==> src/rtl/imab_pkg.sv <==
// Shared types, constants and the step-size table for the IMA ADPCM block decoder.
package imab_pkg;

    localparam int unsigned IDX_W = 7;
    localparam int unsigned STEP_W = 15;

    localparam logic [IDX_W-1:0] IDX_MAX = 7'd88;

    localparam logic signed [17:0] SUM_MAX = 18'sd32767;
    localparam logic signed [17:0] SUM_MIN = -18'sd32768;

    localparam logic [1:0] REG_WORDS_PER_BLOCK = 2'd0;
    localparam logic [1:0] REG_TOTAL_SAMPLES   = 2'd1;
    localparam logic [1:0] REG_LOOP_ENABLE     = 2'd2;

    typedef struct packed {
        logic signed [15:0] predictor;
        logic [IDX_W-1:0]   step_index;
    } imab_state_t;

    function automatic logic [STEP_W-1:0] step_size(input logic [IDX_W-1:0] idx);
        logic [STEP_W-1:0] s;
        begin
            case (idx)
                7'd0:  s = 15'd7;     7'd1:  s = 15'd8;     7'd2:  s = 15'd9;
                7'd3:  s = 15'd10;    7'd4:  s = 15'd11;    7'd5:  s = 15'd12;
                7'd6:  s = 15'd13;    7'd7:  s = 15'd14;    7'd8:  s = 15'd16;
                7'd9:  s = 15'd17;    7'd10: s = 15'd19;    7'd11: s = 15'd21;
                7'd12: s = 15'd23;    7'd13: s = 15'd25;    7'd14: s = 15'd28;
                7'd15: s = 15'd31;    7'd16: s = 15'd34;    7'd17: s = 15'd37;
                7'd18: s = 15'd41;    7'd19: s = 15'd45;    7'd20: s = 15'd50;
                7'd21: s = 15'd55;    7'd22: s = 15'd60;    7'd23: s = 15'd66;
                7'd24: s = 15'd73;    7'd25: s = 15'd80;    7'd26: s = 15'd88;
                7'd27: s = 15'd97;    7'd28: s = 15'd107;   7'd29: s = 15'd118;
                7'd30: s = 15'd130;   7'd31: s = 15'd143;   7'd32: s = 15'd157;
                7'd33: s = 15'd173;   7'd34: s = 15'd190;   7'd35: s = 15'd209;
                7'd36: s = 15'd230;   7'd37: s = 15'd253;   7'd38: s = 15'd279;
                7'd39: s = 15'd307;   7'd40: s = 15'd337;   7'd41: s = 15'd371;
                7'd42: s = 15'd408;   7'd43: s = 15'd449;   7'd44: s = 15'd494;
                7'd45: s = 15'd544;   7'd46: s = 15'd598;   7'd47: s = 15'd658;
                7'd48: s = 15'd724;   7'd49: s = 15'd796;   7'd50: s = 15'd876;
                7'd51: s = 15'd963;   7'd52: s = 15'd1060;  7'd53: s = 15'd1166;
                7'd54: s = 15'd1282;  7'd55: s = 15'd1411;  7'd56: s = 15'd1552;
                7'd57: s = 15'd1707;  7'd58: s = 15'd1878;  7'd59: s = 15'd2066;
                7'd60: s = 15'd2272;  7'd61: s = 15'd2499;  7'd62: s = 15'd2749;
                7'd63: s = 15'd3024;  7'd64: s = 15'd3327;  7'd65: s = 15'd3660;
                7'd66: s = 15'd4026;  7'd67: s = 15'd4428;  7'd68: s = 15'd4871;
                7'd69: s = 15'd5358;  7'd70: s = 15'd5894;  7'd71: s = 15'd6484;
                7'd72: s = 15'd7132;  7'd73: s = 15'd7845;  7'd74: s = 15'd8630;
                7'd75: s = 15'd9493;  7'd76: s = 15'd10442; 7'd77: s = 15'd11487;
                7'd78: s = 15'd12635; 7'd79: s = 15'd13899; 7'd80: s = 15'd15289;
                7'd81: s = 15'd16818; 7'd82: s = 15'd18500; 7'd83: s = 15'd20350;
                7'd84: s = 15'd22385; 7'd85: s = 15'd24623; 7'd86: s = 15'd27086;
                7'd87: s = 15'd29794;
                default: s = 15'd32767;
            endcase
            return s;
        end
    endfunction

endpackage

==> src/rtl/imab_nibble.sv <==
// One IMA ADPCM nibble: predictor update with saturation and step index adaptation.
module imab_nibble (
    input  imab_pkg::imab_state_t cur,
    input  logic [3:0]            nib,
    output imab_pkg::imab_state_t nxt
);

    logic [imab_pkg::STEP_W-1:0] step;
    logic [16:0]                 delta;
    logic signed [17:0]          sum;
    logic signed [8:0]           adj;
    logic signed [8:0]           idx_sum;

    assign step = imab_pkg::step_size(cur.step_index);

    always_comb begin
        delta = {2'b00, step >> 3};
        if (nib[2]) begin
            delta = delta + {2'b00, step};
        end
        if (nib[1]) begin
            delta = delta + {2'b00, step >> 1};
        end
        if (nib[0]) begin
            delta = delta + {2'b00, step >> 2};
        end
        if (nib[3]) begin
            sum = {{2{cur.predictor[15]}}, cur.predictor} - $signed({1'b0, delta});
        end else begin
            sum = {{2{cur.predictor[15]}}, cur.predictor} + $signed({1'b0, delta});
        end
        if (sum > imab_pkg::SUM_MAX) begin
            nxt.predictor = 16'sh7fff;
        end else if (sum < imab_pkg::SUM_MIN) begin
            nxt.predictor = 16'sh8000;
        end else begin
            nxt.predictor = sum[15:0];
        end

        // Large magnitudes raise the step index by 2, 4, 6 or 8; small ones lower it by one.
        if (nib[2]) begin
            adj = $signed({5'b00000, nib[1:0] + 2'd1, 1'b0} & 9'h0ff)
                  + (nib[1:0] == 2'd3 ? 9'sd8 - 9'sd0 - $signed({5'b0, 4'd0}) - 9'sd0 : 9'sd0);
        end else begin
            adj = -9'sd1;
        end
        idx_sum = $signed({2'b00, cur.step_index}) + adj;
        if (idx_sum < 9'sd0) begin
            nxt.step_index = '0;
        end else if (idx_sum > $signed({2'b00, imab_pkg::IDX_MAX})) begin
            nxt.step_index = imab_pkg::IDX_MAX;
        end else begin
            nxt.step_index = idx_sum[6:0];
        end
    end

endmodule

==> src/rtl/ima_adpcm_block_decoder_core.sv <==
// IMA ADPCM block decoder: word register, nibble decode step and output register. The decoder
// gives one sample per cycle while the output is not stalled. An accepted word is registered,
// and each result is registered again in the output register. A header word gives one result,
// a data word eight (fewer at a looping end), from the single step holding predictor and index.
// The next word is taken in the cycle that its predecessor's final result is produced.
// Synchronous active-low reset clears the decode state and sets the registers to 255, 0, 0.
module ima_adpcm_block_decoder_core (
    input  logic        aclk,
    input  logic        aresetn,
    // Register write port
    input  logic        cfg_wr_en,
    input  logic [1:0]  cfg_index,
    input  logic [31:0] cfg_wdata,
    // Input words
    input  logic        s_tvalid,
    output logic        s_tready,
    input  logic [31:0] s_tdata,   // [31:0] data_word
    // Decoded samples
    output logic        m_tvalid,
    input  logic        m_tready,
    output logic [15:0] m_tdata,   // [15:0] sample
    output logic        m_tuser,   // [0] past_end
    output logic        m_tlast
);

    logic [9:0]  wpb_reg;
    logic [31:0] total_reg;
    logic        loop_reg;

    logic [31:0] word_reg;
    logic        busy_reg, busy_next;
    logic [2:0]  pos_reg, pos_next;
    imab_pkg::imab_state_t st_reg, st_next;
    logic [10:0] wib_reg, wib_next;
    logic [31:0] se_reg, se_next;

    logic        out_valid_reg, out_valid_next;
    logic [15:0] out_sample_reg;
    logic        out_past_reg;
    logic        out_last_reg;

    imab_pkg::imab_state_t dec_st;
    logic [3:0]  nib;
    logic        fire, s_acc;
    logic        se_ge, is_header, is_pad, brk;
    logic [31:0] se_inc;
    logic [10:0] wib_inc;
    logic [15:0] res_sample;
    logic        res_past, res_last;

    assign nib = word_reg[{pos_reg, 2'b00} +: 4];

    imab_nibble u_nibble (
        .cur (st_reg),
        .nib (nib),
        .nxt (dec_st)
    );

    assign fire     = busy_reg && (!out_valid_reg || m_tready);
    assign s_tready = !busy_reg || (fire && res_last);
    assign s_acc    = s_tvalid && s_tready;

    assign se_ge     = se_reg >= total_reg;
    assign se_inc    = se_reg + 32'd1;
    assign wib_inc   = wib_reg + 11'd1;
    assign is_header = (pos_reg == 3'd0) && ((wib_reg == 11'd0) || (se_ge && loop_reg));
    assign is_pad    = !is_header && se_ge;
    // Looping end found after this sample: the rest of the word is dropped here.
    assign brk       = loop_reg && (se_inc >= total_reg) && (pos_reg != 3'd7);

    always_comb begin
        st_next  = st_reg;
        wib_next = wib_reg;
        se_next  = se_reg;
        if (is_header) begin
            res_sample           = word_reg[15:0];
            res_past             = 1'b0;
            res_last             = 1'b1;
            st_next.predictor    = word_reg[15:0];
            st_next.step_index   = (word_reg[23:16] > {1'b0, imab_pkg::IDX_MAX})
                                   ? imab_pkg::IDX_MAX : word_reg[22:16];
            wib_next             = 11'd1;
            // A looping restart clears the sample count before the header counts itself.
            se_next              = (wib_reg == 11'd0) ? se_inc : 32'd1;
        end else if (is_pad) begin
            res_sample = '0;
            res_past   = 1'b1;
            res_last   = (pos_reg == 3'd7);
        end else begin
            res_sample = dec_st.predictor;
            res_past   = 1'b0;
            res_last   = (pos_reg == 3'd7) || brk;
            st_next    = dec_st;
            se_next    = se_inc;
            if (pos_reg == 3'd7) begin
                wib_next = (wib_inc > {1'b0, wpb_reg}) ? 11'd0 : wib_inc;
            end
            if (brk) begin
                st_next  = '0;
                wib_next = '0;
                se_next  = '0;
            end
        end
    end

    always_comb begin
        busy_next = busy_reg;
        pos_next  = pos_reg;
        if (fire) begin
            pos_next = res_last ? 3'd0 : pos_reg + 3'd1;
            if (res_last) begin
                busy_next = 1'b0;
            end
        end
        if (s_acc) begin
            busy_next = 1'b1;
            pos_next  = 3'd0;
        end
        out_valid_next = fire || (out_valid_reg && !m_tready);
    end

    always_ff @(posedge aclk) begin
        if (!aresetn) begin
            wpb_reg       <= 10'd255;
            total_reg     <= '0;
            loop_reg      <= 1'b0;
            busy_reg      <= 1'b0;
            pos_reg       <= '0;
            st_reg        <= '0;
            wib_reg       <= '0;
            se_reg        <= '0;
            out_valid_reg <= 1'b0;
        end else begin
            if (cfg_wr_en) begin
                case (cfg_index)
                    imab_pkg::REG_WORDS_PER_BLOCK: wpb_reg   <= cfg_wdata[9:0];
                    imab_pkg::REG_TOTAL_SAMPLES:   total_reg <= cfg_wdata;
                    imab_pkg::REG_LOOP_ENABLE:     loop_reg  <= cfg_wdata[0];
                    default: ;
                endcase
            end
            busy_reg      <= busy_next;
            pos_reg       <= pos_next;
            out_valid_reg <= out_valid_next;
            if (fire) begin
                st_reg  <= st_next;
                wib_reg <= wib_next;
                se_reg  <= se_next;
            end
        end
    end

    always_ff @(posedge aclk) begin
        if (s_acc) begin
            word_reg <= s_tdata;
        end
        if (fire) begin
            out_sample_reg <= res_sample;
            out_past_reg   <= res_past;
            out_last_reg   <= res_last;
        end
    end

    assign m_tvalid = out_valid_reg;
    assign m_tdata  = out_sample_reg;
    assign m_tuser  = out_past_reg;
    assign m_tlast  = out_last_reg;

    a_pad_is_zero: assert property (@(posedge aclk) disable iff (!aresetn)
        m_tvalid && m_tuser |-> m_tdata == 16'd0)
        else $error("padding beat carries a non-zero sample");

    a_index_range: assert property (@(posedge aclk) disable iff (!aresetn)
        st_reg.step_index <= imab_pkg::IDX_MAX)
        else $error("step index beyond table");

    a_idle_pos: assert property (@(posedge aclk) disable iff (!aresetn)
        !busy_reg |-> pos_reg == 3'd0)
        else $error("nibble position not cleared while idle");

    a_word_done: assert property (@(posedge aclk) disable iff (!aresetn)
        fire && res_last && !s_tvalid |=> !busy_reg)
        else $error("decoder stayed busy after final result of a word");

endmodule
==> config.mk <==
export PLATFORM = sky130hd
export DESIGN_NAME = ima_adpcm_block_decoder_core
export DESIGN_NICKNAME = d
export VERILOG_FILES = /design/src/rtl/imab_pkg.sv /design/src/rtl/imab_nibble.sv /design/src/rtl/ima_adpcm_block_decoder_core.sv
export SDC_FILE = /design/constraint.sdc
export NUM_CORES = 1
export LEC_CHECK = 0
export ABC_CLOCK_PERIOD_IN_PS = 10000
export BUFFER_PORTS_ARGS = -buffer_cell sky130_fd_sc_hd__buf_4
export CORE_UTILIZATION = 60
export CTS_BUF_LIST = sky130_fd_sc_hd__clkbuf_16
export CTS_CLUSTER_SIZE = 24
export DETAILED_ROUTE_END_ITERATION = 6
export GPL_ROUTABILITY_DRIVEN = 0
export PLACE_DENSITY_LB_ADDON = 0.12
export REMOVE_ABC_BUFFERS = 1
export SLEW_MARGIN = 20
export SYNTH_ARGS = -nofsm -noshare
export SYNTH_HDL_FRONTEND = slang
export SYNTH_SLANG_ARGS = --single-unit
==> constraint.sdc <==
create_clock -name aclk -period 10 [get_ports aclk]
set_input_delay 1.5 -clock aclk [delete_from_list [all_inputs] [get_ports aclk]]
set_output_delay 1.5 -clock aclk [all_outputs]
set_load 0.02 [all_outputs]
; ---- Yosys cells after proc, flatten, opt, wreduce, memory -nomap -nowiden
; Memory sizes are Yosys's and may differ from the RTL's. A register that Yosys moved wholly into a read port is not among the register bits.
; Index checks and enable logic that the tools add are counted.
[word_totals]
wordCells = 107
inputBits = 71
mem_bits_ro = 1920
memories = 1
register_bits = 164
output_inout_bits = 20
[memory_table]
columns = name, depth, word_bits, read_ports, rd_ports_with_merged_regs, wr, line_no
row1 = (name not given), 128, 15, 1, 1, 0, imab_pkg.sv:24  ; case (idx)
[op_classes]
addsub = 11
bitwise_logic = 1
shift = 1
n_mux = 34
eq_ne = 6
n_lt_le_gt_ge = 8
reduce_logical = 31
[ops]
columns = operator, n
row1 = $mux 32, 4
row2 = $mux 16, 5
row3 = $mux 23, 3
row4 = $ge 32x32->1, 2
row5 = $mux 11, 5
row6 = $mux 7, 5
row7 = $mux 17, 2
row8 = $add 32x1->32 const B, 1
row9 = $shiftx 32x6->4, 1
row10 = $add 18x17->18, 1
row11 = $gt 18x16->1 const B, 1
row12 = $lt 18x16->1 const B, 1
row13 = $mux 18, 1
row14 = $sub 18x17->18, 1
row15 = $add 17x13->17, 1
row16 = $add 17x14->17, 1
row17 = $add 12x15->16, 1
row18 = $add 11x1->11 const B, 1
row19 = $gt 11x10->1, 1
row20 = $logic_not 11->1, 1
row21 = $reduce_and 2->1, 5
row22 = $add 4x9->9, 1
row23 = $add 8x9->9, 1
row24 = $gt 9x8->1 const B, 1
row25 = 23 further kinds, 45

; ---- Depth between registers and ports, before layout
[depth]
word_depth = 16
depth_mapped = 40

; ---- By module
; From an unflattened synthesis, not the netlist that was laid out.
[hier_totals]
hier_cells = 1847
hier_area_um2 = 15318.4
[by_module_without_submodules]
columns = module, seq_area_each_um2, area_per_inst_um2, n_inst, cells_per_inst
row1 = ima_adpcm_block_decoder_core, 3783.6, 8730.9, 1, 917
row2 = imab_nibble, 0.0, 6587.6, 1, 930

; ---- Least setup slack after synthesis
; No wires, ideal clock.
[synth_timing]
kind = register -> register
start = register, netlist name u_nibble.step[5]
end = register out_sample_reg[4] (netlist: m_tdata[4]), data pin
t_required_ns = 9.739
period_less_slack_ns = 7.737
setup_slack_ns = 2.263
setup_ns = 0.261
path_stages_with_launch = 37
arrival_ns = 7.476
path_cell_list = dfxtp_1 ha_1 o21ai_0 or4b_2 o311ai_0 mux2_2 ha_1 a21o_1 or3_1 o21a_1 xnor2_1 o21ai_0 ha_1 o21ai_0 o21ai_0 a31oi_1 nor2b_1 xnor2_1 a22oi_1 nand3_1 inv_1 nand3_1 xnor2_1 nor3_1 a211oi_1 ha_1 or3_1 o21a_1 a2111oi_0 nor4_1 o21ai_0 nand2b_1 xnor2_1 xnor2_4 o21a_1 buf_2 a221o_1
[synth_between]
elab_chain_cells = 13
elab_cells_between_ends = 15
[synth_lines]
columns = item, line_no
row1 = $add 12x15->16, imab_nibble.sv:19  ; delta = delta + {2'b00, step};
row2 = $mux 16, imab_nibble.sv:18  ; if (nib[2]) begin
row3 = $add 17x14->17, imab_nibble.sv:22  ; delta = delta + {2'b00, step >> 1};
row4 = $mux 17, imab_nibble.sv:21  ; if (nib[1]) begin
row5 = $add 17x13->17, imab_nibble.sv:25  ; delta = delta + {2'b00, step >> 2};
row6 = $mux 17 *, imab_nibble.sv:24  ; if (nib[0]) begin
row7 = $add 18x17->18 / $sub 18x17->18 (equally long branches), "imab_nibble.sv:30, imab_nibble.sv:28"
row8 = $mux 18 *, imab_nibble.sv:27  ; if (nib[3]) begin
row9 = $lt 18x16->1, imab_nibble.sv:34  ; end else if (sum < imab_pkg::SUM_MIN) begin
row10 = $mux 16, imab_nibble.sv:34
row11 = $mux 16 *, imab_nibble.sv:32  ; if (sum > imab_pkg::SUM_MAX) begin
row12 = $mux 16 *, ima_adpcm_block_decoder_core.sv:85  ; end else if (is_pad) begin
row13 = $mux 16 *, ima_adpcm_block_decoder_core.sv:75  ; if (is_header) begin
row14 = named net res_sample[4], ima_adpcm_block_decoder_core.sv:48  ; logic [15:0] res_sample;
row15 = "end signal, assigned", ima_adpcm_block_decoder_core.sv:158  ; out_sample_reg <= res_sample;
row16 = "end, declared", ima_adpcm_block_decoder_core.sv:38  ; logic [15:0] out_sample_reg;
; The timed path passes the listed nets; every way through them passes the cells marked *.
; A chain may end at the register's enable or synchronous reset.

; ---- Final worst setup path
[layout_timing]
start = register pos_reg[1]
end = register out_sample_reg[14] (netlist: m_tdata[14]), data pin
[layout_between]
elab_chain_cells = 13
elab_cells_between_ends = 19
[layout_lines]
columns = item, line_no
row1 = "start, declared", ima_adpcm_block_decoder_core.sv:32  ; logic [2:0] pos_reg, pos_next;
row2 = "start signal, assigned", ima_adpcm_block_decoder_core.sv:143  ; pos_reg <= pos_next;
row3 = $shiftx 32x6->4, ima_adpcm_block_decoder_core.sv:51  ; assign nib = word_reg[{pos_reg, 2'b00} +: 4];
row4 = $mux 16, imab_nibble.sv:18
row5 = $add 17x14->17, imab_nibble.sv:22
row6 = $mux 17, imab_nibble.sv:21
row7 = $add 17x13->17, imab_nibble.sv:25
row8 = $mux 17, imab_nibble.sv:24
row9 = $add 18x17->18 / $sub 18x17->18 (equally long branches), "imab_nibble.sv:30, imab_nibble.sv:28"
row10 = $mux 18, imab_nibble.sv:27
row11 = $lt 18x16->1, imab_nibble.sv:34
row12 = $mux 16, imab_nibble.sv:34
row13 = $mux 16, imab_nibble.sv:32
row14 = $mux 16, ima_adpcm_block_decoder_core.sv:85
row15 = $mux 16 *, ima_adpcm_block_decoder_core.sv:75
row16 = named net res_sample[14], ima_adpcm_block_decoder_core.sv:48
; Marked as above.

==> impl_metrics.csv <==
group,metric,value,unit
synth,avgSynthCellArea,7.97,µm²
layout,layout-drive-gt1-share,9.30,%
detailed_routing,first_iter_violations,1566,
clock_network,clock_sinks,179,
critical_path,endpoint_kind,"flop",
timing,hold_viol,0,
floorplanning,io-pin-count,91,
synth,netlist_top_cells_area,"dfxtp_1, ha_1, edfxtp_1",
global_routing,grt_overflow,0,
clock_network,clk_pin_slew,80,ps
floorplanning,rows,58,
layout,multi_input_area,10700,µm²
synth,ys_seq_area_share,26.4,%
synth,synth-main-ff-cell,"dfxtp_1",
clock_network,tritoncts,"done",
layout,layoutNonFillerInstCount,2330,
clock_network,clock_latency,450,ps
detailed_routing,drt-wirelength-per-cell,18.8,µm
critical_path,path_class,"flop to flop",
clock_network,ctsHoldBuffers,0,
global_routing,grt_pass1_wl,70800,µm
detailed_routing,firstDrtPassIters,7,
clock_network,numCtsBuffers,17,
min_path,hold_start,"total_reg[17]",
global_routing,grt_pass1_vias,13956,
timing,fmax,108,MHz
critical_path,slowest_stage,"dfxtp_1",
detailed_routing,ant_nets,0,
placement,io_buffers,90,
status,status,"finished clean",
global_routing,grt.total_usage,33.2,%
layout,regArea,4090,µm²
critical_path,r2r-start,"pos_reg[1]",
floorplanning,die_y,163,µm
timing,whs,457,ps
pwr,p_per_area,229,nW/µm²
pwr,finalPower,0.00389,W
timing,finalCriticalPeriod,9280,ps
placement,dp_slack,867,ps
floorplanning,die_w,163,µm
floorplanning,initial_core_util,61.3,%
timing,slew_headroom,22.4,%
timing,rsz0062_at_grt,"false",
synth,synth_area_leader_cell,"dfxtp_1",
timing,fin_crit_sh,92.8,%
critical_path,cp-start-kind,"flop",
layout,antennaDiodeCount,0,
timing,finClkSkew,17.3,ps
timing,setup_ws,717,ps
clock_network,cts_max_level,4,
critical_path,crit_start,"pos_reg[1]",
timing,drv_slew,0,
critical_path,path_max_fanout,24,
synth,syn_area,15500,µm²
critical_path,cp_slowest_stage_delay,660,ps
clock_network,cts_root_buffer,"clkbuf_16",
floorplanning,core,25300,µm²
timing,setup_tns,0,ps
critical_path,cp_data_arrival_time,9480,ps
layout,final_common_cell,"nand2_1",
synth,synthArstFlopShare,0,%
layout,syn2layout_area_growth,9.65,%
synth,ys.warnings.count,0,
critical_path,worstPathRequired,10200,ps
clock_network,cts_buffer_depth,2,
global_routing,grt_start_max_net_pins,82,
floorplanning,die_area,26500,µm²
synth,ys_ff_latch,179,
synth,syn_inst,1943,
detailed_routing,routed_via_density,6.50,
synth,synth-edff-count,50,
placement,dpl.hpwl,32400,µm
layout,layout.nets,2223,
detailed_routing,route.detailed.drc,0,
layout,most-common-layout-cells,"nand2_1, nor2_1, ha_1",
global_routing,antenna_found_initial,0,
timing,worst_slew_pin_slew,1160,ps
timing,setup_viol,0,
pwr,p_leak,7.08,nW
layout,fillers,2138,
detailed_routing,finalWirelength,43900,µm
flow_run,cap_violations,0,
placement,place_inst,2297,
synth,synth_cell_types,88,
pwr,vdd_ir_drop_max,0.171,mV
min_path,hp-class,"flop to flop",
synth,synth_top_area_share,16.7,%
detailed_routing,vias,15155,
==> report_power, final <==
group          internal [W]  switching, W
Clock              0.000342      0.000324
Sequential         0.000833     0.0000750
Combinational      0.000915       0.00140
==> cells in the mapped netlist, types with 10 or more instances <==
cell type	count
nand2_1	233
nor2_1	169
a21oi_1	160
ha_1	160
dfxtp_1	129
o21ai_0	111
inv_1	102
clkbuf_1	66
xnor2_1	55
nand3_1	54
o211ai_1	51
edfxtp_1	50
xor2_1	47
nor3_1	45
a211oi_1	35
a22oi_1	30
a21o_1	24
o21a_1	24
and3_1	23
nor2b_1	23
nand2b_1	20
a221o_1	18
or3_1	18
a31oi_1	17
nand3b_1	17
and2_1	14
nand4_1	14
o31ai_1	14
mux2i_1	12
a2111oi_0	11
nor4_1	10
o221ai_1	10
o311ai_0	10
==> per-layer routing <==
| layer | vias up | wire length (µm) | track usage [%] |
|---|---|---|---|
| met1 | 7035 | 19100 | 44.9 |
| met5 | - | 0 | 0 |
| met3 | 125 | 3810 | 5.83 |
| met4 | 0 | 1810 | 14.5 |
| li1 | 7277 | - | - |
| met2 | 718 | 19200 | 51.8 |
==> final timing paths <==
| check | end | slack (ps) | depth (start not counted) |
|---|---|---|---|
| worst max register to register | m_tdata[14] | 720 | 36 |
| worst max-delay path | m_tdata[14] | 720 | 36 |
| worst min-delay path | total_reg[17] | 460 | 2 |
| worst min register to register | total_reg[17] | 460 | 2 |
==> per-stage QoR <==
stage                     instance area [µm²]  util [%]
after global routing                    17000      67.2
after floorplan                         15100         -
after CTS                               16900      67.1
final                                   17000      67.2
after global placement                  16400      64.8
after detailed placement                16400      64.8
==> kinds of logic (layout without fill, tap and decap cells) <==
kind of cell,count (synthesis),count (layout),share of synthesized area [%]
and+or+nand+nor,675,675,20.7
AOI/OAI and AO/OA,604,604,26.1
buffers and inverters,191,248,4.88
DFF,179,179,26.4
adders and majority gates,165,165,13.6
xor gates and xnor gates,103,103,5.95
muxes,26,26,2.45
==> area by class of cell <==
cell class | instances | share of cell area [%]
inverter | 108 | 2.39
clock buffer | 18 | 2.65
timing repair buffer | 108 | 4.85
sequential | 179 | 24.1
multi-input combinational | 1573 | 62.9
tap | 330 | 2.43
clock inverter | 14 | 0.708
==> worst max-delay path, delay by kind of cell (launching register included) <==
kind	cells	cell delay [ps]
buffers and inverters	2	410
muxes	2	490
adders and majority gates	3	1030
DFF	1	660
AOI/OAI and AO/OA	15	4050
and+or+nand+nor	9	1480
xor gates and xnor gates	5	920
==> timing repair <==
item	4_1_cts	5_1_grt
gates resized for setup	0	2
setup buffers	0	1
setup endpoints to repair	0	16
No activity file was read; power rests on OpenSTA's default activity.
